### config.mk
export PLATFORM = sky130hd
export DESIGN_NAME = log2_histogram_recorder_top
export DESIGN_NICKNAME = d
export VERILOG_FILES = /design/src/hdl/log2h_pkg.sv /design/src/hdl/log2_histogram_recorder_top.sv /design/src/hdl/log2h_fls.sv /design/src/hdl/log2h_bucket_store.sv
export VERILOG_INCLUDE_DIRS = /design/src /design/src/hdl
export SDC_FILE = /design/constraint.sdc
export NUM_CORES = 2
export LEC_CHECK = 0
export BUFFER_PORTS_ARGS = -buffer_cell sky130_fd_sc_hd__buf_2
export CAP_MARGIN = 20
export CORE_MARGIN = 2
export CORE_UTILIZATION = 65
export DETAILED_ROUTE_END_ITERATION = 10
export GPL_TIMING_DRIVEN = 0
export PLACE_DENSITY_LB_ADDON = 0.3
export SLEW_MARGIN = 20
export SYNTH_ARGS = -nofsm -noshare
export SYNTH_HDL_FRONTEND = slang
export SYNTH_SLANG_ARGS = --single-unit
export TNS_END_PERCENT = 30
### constraint.sdc
create_clock -name aclk -period 24.7 [get_ports aclk]
set_clock_uncertainty 0.2 [all_clocks]
set_input_delay 6.175 -clock aclk [delete_from_list [all_inputs] [get_ports aclk]]
set_output_delay 6.175 -clock aclk [all_outputs]
set_load 0.05 [all_outputs]
### src/hdl/assert_macros.svh
// Assertion helpers shared by the RTL files.
`ifndef ASSERT_MACROS_SVH
`define ASSERT_MACROS_SVH

// Same-cycle implication, disabled while reset is low.
`define ASSERT_IMP(lbl, clk, rstn, ante, cons, msg) \
    lbl: assert property (@(posedge clk) disable iff (!rstn) (ante) |-> (cons)) \
        else $error(msg);

// Next-cycle implication, disabled while reset is low.
`define ASSERT_NXT(lbl, clk, rstn, ante, cons, msg) \
    lbl: assert property (@(posedge clk) disable iff (!rstn) (ante) |=> (cons)) \
        else $error(msg);

`endif

### src/hdl/log2h_pkg.sv
package log2h_pkg;

    localparam int VALUE_BITS   = 32;
    localparam int BUCKET_COUNT = 33;
    localparam int COUNT_BITS   = 32;
    localparam int SUM_BITS     = 64;

    localparam int IDX_BITS = $clog2(BUCKET_COUNT);
    localparam int FLS_BITS = $clog2(VALUE_BITS + 1);

    // Fixed field widths of the stream ports.
    localparam int PORT_IDX_BITS = 6;
    localparam int PORT_VAL_BITS = 32;

    typedef enum logic [1:0] {
        CMD_INC   = 2'd0,
        CMD_EVENT = 2'd1,
        CMD_READ  = 2'd2
    } cmd_t;

    typedef struct packed {
        logic                en;
        logic [IDX_BITS-1:0] addr;
    } store_rd_t;

    typedef struct packed {
        logic                  en;
        logic [IDX_BITS-1:0]   addr;
        logic [COUNT_BITS-1:0] data;
    } store_wr_t;

endpackage

### src/hdl/log2_histogram_recorder_top.sv
// Log2 bucket histogram. Each s_ beat is one command: increment the level,
// record an event value (sets the level, adds to the 64-bit sum) or read
// one bucket. Every beat gives exactly one m_ beat carrying the bucket
// touched or read, its count after the update, the level, the high-water
// mark, the total count and the event sum. The block takes one beat per
// cycle unless m_tready holds the output; a beat passes the input stage,
// then the result register. The store clears at reset through per-bucket
// valid bits, so no clearing sweep is needed and beats are taken from the
// first cycle out of reset. Counters wrap at their width.
module log2_histogram_recorder_top
    import log2h_pkg::*;
(
    input  logic         aclk,
    input  logic         aresetn,
    input  logic         s_tvalid,
    output logic         s_tready,
    // [31:0] event_value, [37:32] read_index, [39:38] zero
    input  logic [39:0]  s_tdata,
    // [1:0] command
    input  logic [1:0]   s_tuser,
    output logic         m_tvalid,
    input  logic         m_tready,
    // [5:0] bucket_index, [37:6] bucket_count, [69:38] current_level,
    // [101:70] high_water, [133:102] total_count, [197:134] event_sum,
    // [199:198] zero
    output logic [199:0] m_tdata
);

`include "assert_macros.svh"

    // architectural state
    logic [VALUE_BITS-1:0] level_reg, level_next;
    logic [VALUE_BITS-1:0] peak_reg, peak_next;
    logic [COUNT_BITS-1:0] total_reg, total_next;
    logic [SUM_BITS-1:0]   sum_reg, sum_next;

    // input stage
    logic                     s1_valid_reg;
    logic                     s1_upd_reg;
    logic                     s1_rng_reg;
    logic [PORT_IDX_BITS-1:0] s1_index_reg;
    logic [IDX_BITS-1:0]      s1_addr_reg;
    logic [VALUE_BITS-1:0]    s1_level_reg;
    logic [VALUE_BITS-1:0]    s1_peak_reg;
    logic [COUNT_BITS-1:0]    s1_total_reg;
    logic [SUM_BITS-1:0]      s1_sum_reg;

    // result register
    logic         m_tvalid_reg;
    logic [199:0] m_tdata_reg;

    cmd_t                     cmd;
    logic [VALUE_BITS-1:0]    ev;
    logic [PORT_IDX_BITS-1:0] rix;
    logic                     is_upd;
    logic                     rix_in_range;
    logic [IDX_BITS-1:0]      fls_bucket;
    logic                     s_accept;
    logic                     advance;
    logic [COUNT_BITS-1:0]    store_count;
    logic [COUNT_BITS-1:0]    cur_count;
    logic [COUNT_BITS-1:0]    new_count;
    store_rd_t                store_rd;
    store_wr_t                store_wr;

    assign cmd = cmd_t'(s_tuser);
    assign ev  = VALUE_BITS'(s_tdata[PORT_VAL_BITS-1:0]);
    assign rix = s_tdata[PORT_VAL_BITS +: PORT_IDX_BITS];

    assign advance  = s1_valid_reg && (!m_tvalid_reg || m_tready);
    assign s_tready = !s1_valid_reg || advance;
    assign s_accept = s_tvalid && s_tready;

    // next state of the level and the counters
    always_comb begin
        level_next = level_reg;
        sum_next   = sum_reg;
        is_upd     = 1'b1;
        case (cmd)
            CMD_INC: begin
                level_next = level_reg + 1'b1;
            end
            CMD_EVENT: begin
                level_next = ev;
                sum_next   = sum_reg + SUM_BITS'(ev);
            end
            default: begin
                // read (and the unused code) leaves state alone
                is_upd = 1'b0;
            end
        endcase
        total_next = is_upd ? total_reg + 1'b1 : total_reg;
        peak_next  = (is_upd && level_next > peak_reg) ? level_next : peak_reg;
    end

    log2h_fls u_fls (
        .value  (level_next),
        .bucket (fls_bucket)
    );

    assign rix_in_range = int'(rix) < BUCKET_COUNT;

    always_comb begin
        store_rd.en = s_accept;
        if (is_upd) begin
            store_rd.addr = fls_bucket;
        end else if (rix_in_range) begin
            store_rd.addr = IDX_BITS'(rix);
        end else begin
            store_rd.addr = '0;
        end
    end

    always_ff @(posedge aclk) begin
        if (!aresetn) begin
            level_reg <= '0;
            peak_reg  <= '0;
            total_reg <= '0;
            sum_reg   <= '0;
        end else if (s_accept) begin
            level_reg <= level_next;
            peak_reg  <= peak_next;
            total_reg <= total_next;
            sum_reg   <= sum_next;
        end
    end

    always_ff @(posedge aclk) begin
        if (!aresetn) begin
            s1_valid_reg <= 1'b0;
        end else if (s_accept) begin
            s1_valid_reg <= 1'b1;
        end else if (advance) begin
            s1_valid_reg <= 1'b0;
        end
    end

    always_ff @(posedge aclk) begin
        if (s_accept) begin
            s1_upd_reg   <= is_upd;
            s1_rng_reg   <= is_upd || rix_in_range;
            s1_index_reg <= is_upd ? PORT_IDX_BITS'(fls_bucket) : rix;
            s1_addr_reg  <= store_rd.addr;
            s1_level_reg <= level_next;
            s1_peak_reg  <= peak_next;
            s1_total_reg <= total_next;
            s1_sum_reg   <= sum_next;
        end
    end

    log2h_bucket_store u_store (
        .aclk    (aclk),
        .aresetn (aresetn),
        .rd      (store_rd),
        .wr      (store_wr),
        .rd_data (store_count)
    );

    // read-modify-write of the bucket; write-back when the beat moves on
    assign cur_count = s1_rng_reg ? store_count : '0;
    assign new_count = s1_upd_reg ? cur_count + 1'b1 : cur_count;

    assign store_wr.en   = advance && s1_upd_reg;
    assign store_wr.addr = s1_addr_reg;
    assign store_wr.data = new_count;

    always_ff @(posedge aclk) begin
        if (!aresetn) begin
            m_tvalid_reg <= 1'b0;
        end else if (advance) begin
            m_tvalid_reg <= 1'b1;
        end else if (m_tready) begin
            m_tvalid_reg <= 1'b0;
        end
    end

    always_ff @(posedge aclk) begin
        if (advance) begin
            m_tdata_reg <= {2'b00,
                            s1_sum_reg,
                            32'(s1_total_reg),
                            32'(s1_peak_reg),
                            32'(s1_level_reg),
                            32'(new_count),
                            s1_index_reg};
        end
    end

    assign m_tvalid = m_tvalid_reg;
    assign m_tdata  = m_tdata_reg;

    `ASSERT_NXT(a_stage_drains, aclk, aresetn, s1_valid_reg && !m_tvalid_reg,
        m_tvalid_reg, "input stage did not move into a free result register")
    `ASSERT_IMP(a_upd_addr_range, aclk, aresetn, s1_valid_reg && s1_upd_reg,
        int'(s1_addr_reg) < BUCKET_COUNT, "update bucket beyond the store")

endmodule

### src/hdl/log2h_fls.sv
module log2h_fls
    import log2h_pkg::*;
(
    input  logic [VALUE_BITS-1:0] value,
    output logic [IDX_BITS-1:0]   bucket
);

    logic [FLS_BITS-1:0] fls;

    // Priority encode: 0 for zero, else msb index plus one.
    always_comb begin
        fls = '0;
        for (int i = 0; i < VALUE_BITS; i++) begin
            if (value[i]) begin
                fls = FLS_BITS'(i + 1);
            end
        end
    end

    // Clamp into the last bucket when the store is short.
    assign bucket = (int'(fls) >= BUCKET_COUNT) ? IDX_BITS'(BUCKET_COUNT - 1)
                                                : IDX_BITS'(fls);

endmodule

### src/hdl/log2h_bucket_store.sv
module log2h_bucket_store
    import log2h_pkg::*;
(
    input  logic                  aclk,
    input  logic                  aresetn,
    input  store_rd_t             rd,
    input  store_wr_t             wr,
    output logic [COUNT_BITS-1:0] rd_data
);

`include "assert_macros.svh"

    logic [COUNT_BITS-1:0]   mem [BUCKET_COUNT];
    logic [BUCKET_COUNT-1:0] valid_reg;
    logic [COUNT_BITS-1:0]   rd_data_reg;
    logic                    rd_vld_reg;

    always_ff @(posedge aclk) begin
        if (wr.en) begin
            mem[wr.addr] <= wr.data;
        end
    end

    always_ff @(posedge aclk) begin
        if (!aresetn) begin
            valid_reg <= '0;
        end else if (wr.en) begin
            valid_reg[wr.addr] <= 1'b1;
        end
    end

    // Write-first: a read that hits this cycle's write takes the new count.
    always_ff @(posedge aclk) begin
        if (!aresetn) begin
            rd_vld_reg <= 1'b0;
        end else if (rd.en) begin
            if (wr.en && wr.addr == rd.addr) begin
                rd_vld_reg <= 1'b1;
            end else begin
                rd_vld_reg <= valid_reg[rd.addr];
            end
        end
    end

    always_ff @(posedge aclk) begin
        if (rd.en) begin
            if (wr.en && wr.addr == rd.addr) begin
                rd_data_reg <= wr.data;
            end else begin
                rd_data_reg <= mem[rd.addr];
            end
        end
    end

    // Never-written buckets read as zero.
    assign rd_data = rd_vld_reg ? rd_data_reg : '0;

    `ASSERT_NXT(a_fwd_hit, aclk, aresetn, rd.en && wr.en && rd.addr == wr.addr,
        rd_data == $past(wr.data), "read colliding with write lost the new count")
    `ASSERT_NXT(a_wr_valid, aclk, aresetn, wr.en, valid_reg[$past(wr.addr)],
        "written bucket not marked valid")

endmodule
==> results.toml <==
[status]
status = "completed"

[power]
p_leak_nw = 27.71
peakVddDrop_mv = 0.07849
pwr_density_cell_nw_per_um2 = 81.59

[clock_network]
clkTransAtPathRegs_ns = 0.06
post_cts_resized = 0
cts_sinks = 1656
postCtsHoldBufs = 0
cts_tree = "done"
clock_latency_ns = 0.81
post_cts_buffers = 0
clock_path_buffers = 3
cts_buffers = 159
root_buffer = "clkbuf_16"
h-tree-depth = 4

[setup_path]
required_ns = 18.32
crit_path_cell_trace = "buf_2, nor2b_1, nand2_1, buf_2"
path_class = "in -> out"
crit_buf_inv = 2
cp_slowest_stage_delay_ns = 0.31
crit_arrival_ns = 6.95
r2r-start = "level_reg[3]"
critPathLaunchType = "input port"
reg2reg_to = "u_store.rd_data_reg[18]"
regToRegSetupSlack_ns = 16.72
rr_worst_depth = 17
critPathTopFamily = "simple AND/OR/NAND/NOR gates"
critical_path_depth = 4
crit_path_top_delay_cell = "nor2b_1"
cp_common_cell = "buf_2"
cp_max_fo = 4
endpoint_kind = "output pin"

[synthesis]
async_flop_share_pct = 0
synthCells = 5210
synth-main-ff-cell = "edfxtp_1"
synth_area_leader_cell = "edfxtp_1"
synth_warnings = 0
avgSynthCellArea_sq_um = 12.95
netlist_area_sq_um = 67470
synthTopCellsByArea = "edfxtp_1, dfxtp_1, nand2_1, nand3_1, a21oi_1"
synth_edf_count = 1460
yosys.cell_types.count = 90
synth_seq_cells = 1656
synth_top_cell_area_share_pct = 64.98
seq_area_frac_synth_pct = 70.79

[detailed_routing]
wl_per_cell_microns = 28.41
drt-initial-drc-count = 7774
vias = 48670
firstDrtPassIters = 10
drtAntennaViolNets = 0
routed_via_density = 6.743
totalWireLength_mm = 205.1
drc = 0

[global_routing]
grt_pass1_vias = 47054
antenna_found_initial = 6
grtUsageTotal_pct = 38.21
grt_overflow = 0
grt_max_degree = 38
grt_pass1_wl_mm = 297.8

[sta]
min_period_over_period_pct = 53.93
setup-tns-final_ns = 0
rsz0062_at_grt = "false"
setup_slack_ns = 11.38
slew_headroom_pct = 16.20
worst_pin_slew_ns = 1.257
maxSlewViolCount = 0
hold_viol = 0
final-setup-viol-count = 0
fin_crit_ns = 13.32
fmax_mhz = 75.07

[die]
design.core.area_sq_um = 103200
die-area_sq_um = 106400
die_h_microns = 326.2
io_pins = 248
dieWidth_microns = 326.2
initial_utilization_pct = 65.38
row_count = 118

[layout]
design_area_sq_um = 77950
drive_above_1_share_pct = 13.67
fillCellCount = 6083
nets = 5821
fin_util_pct = 75.53
final_cells = 7218
area_delta_synth_final_pct = 15.52
multi_input_comb_area_sq_um = 18620
seqCellArea_sq_um = 47770
layout_common_cells = "edfxtp_1, nand2_1, buf_2"
largest_reg_flops = 1056
layout_commonest_cell = "edfxtp_1"

[placed_design]
placed_area_sq_um = 72950
hpwl_mm = 137.4
placed_cells = 6927
gp_congestion = 0.9722
dp_slack_ns = 11.34
portBuffers = 242

[min_path]
holdPathStages = 0
hold_path_end = "m_tdata[58]"
min_from = "s1_level_reg[20]"
worstHoldPathType = "reg -> reg"

[job]
drv_cap = 0
-- cell families after synthesis --
family / share of synthesized area (%)
AND/OR/NAND/NOR: 12.91
flip-flops: 70.79
AO/OA/AOI/OAI: 9.309
buffers and inverters: 2.457
XOR/XNOR: 2.142
multiplexers: 1.124
adder cells (fa/ha/maj): 1.265
other: 0.005558
-- stage by stage --
stage               hold slack, ns  power, mW
floorplan                   0.2003      3.688
global placement            0.2006      3.965
detailed placement          0.2045      4.006
CTS                         0.1985      6.311
global route                0.2083      6.486
finish                      0.2034      6.359
-- where the power goes --
part	switching [mW]	internal (mW)	total [mW]
clock network	1.05	1.31	2.36
registers	0.0304	3.13	3.16
logic	0.615	0.224	0.840
-- synth_stat cells, drive strengths merged (21+ instances only) --
library cell,count
or3,36
nor2,273
o211ai,41
dfxtp,196
nand2,1012
a211oi,30
xor2,84
clkbuf,168
a221oi,34
and2,23
a221o,88
nor4,52
nor3,51
a21o,53
o21ai,160
edfxtp,1460
nor2b,21
mux2i,60
o31ai,30
a21oi,240
inv,79
a31oi,53
o211a,56
nand3,291
buf,142
and3,71
ha,65
o22ai,62
xnor2,81
nand4,48
-- worst max path at each step --
stage          slack, ns        from                      end
6_report           11.38    m_tready                 s_tready
3_3_place_gp       -1.36    m_tready      u_store.mem[32][31]
2_1_floorplan       5.69    m_tready       u_store.mem[32][0]
4_1_cts            11.38    m_tready                 s_tready
5_1_grt            11.31    m_tready                 s_tready
3_5_place_dp       11.34  s_tuser[1]  u_store.rd_data_reg[17]
-- routing by layer --
metal	vias up	wire length, microns	global-route usage (%)
met1	23208	69670	47.95
li1	20355	-	-
met2	4101	92650	58.77
met3	1002	26920	11.09
met5	-	25	0
met4	4	15820	24.27
-- cell type report --
class                           instances  area share [%]
Sequential cell                      1656           61.28
Clock inverter                         72          0.8299
Multi-Input combinational cell       3165           23.89
Buffer                                310           1.743
Antenna cell                            2        0.006421
Clock buffer                          216           5.538
Tap cell                             1380           2.215
Timing Repair Buffer                  337           4.114
Inverter                               80          0.3885
No activity file was read; power rests on OpenSTA's default activity.
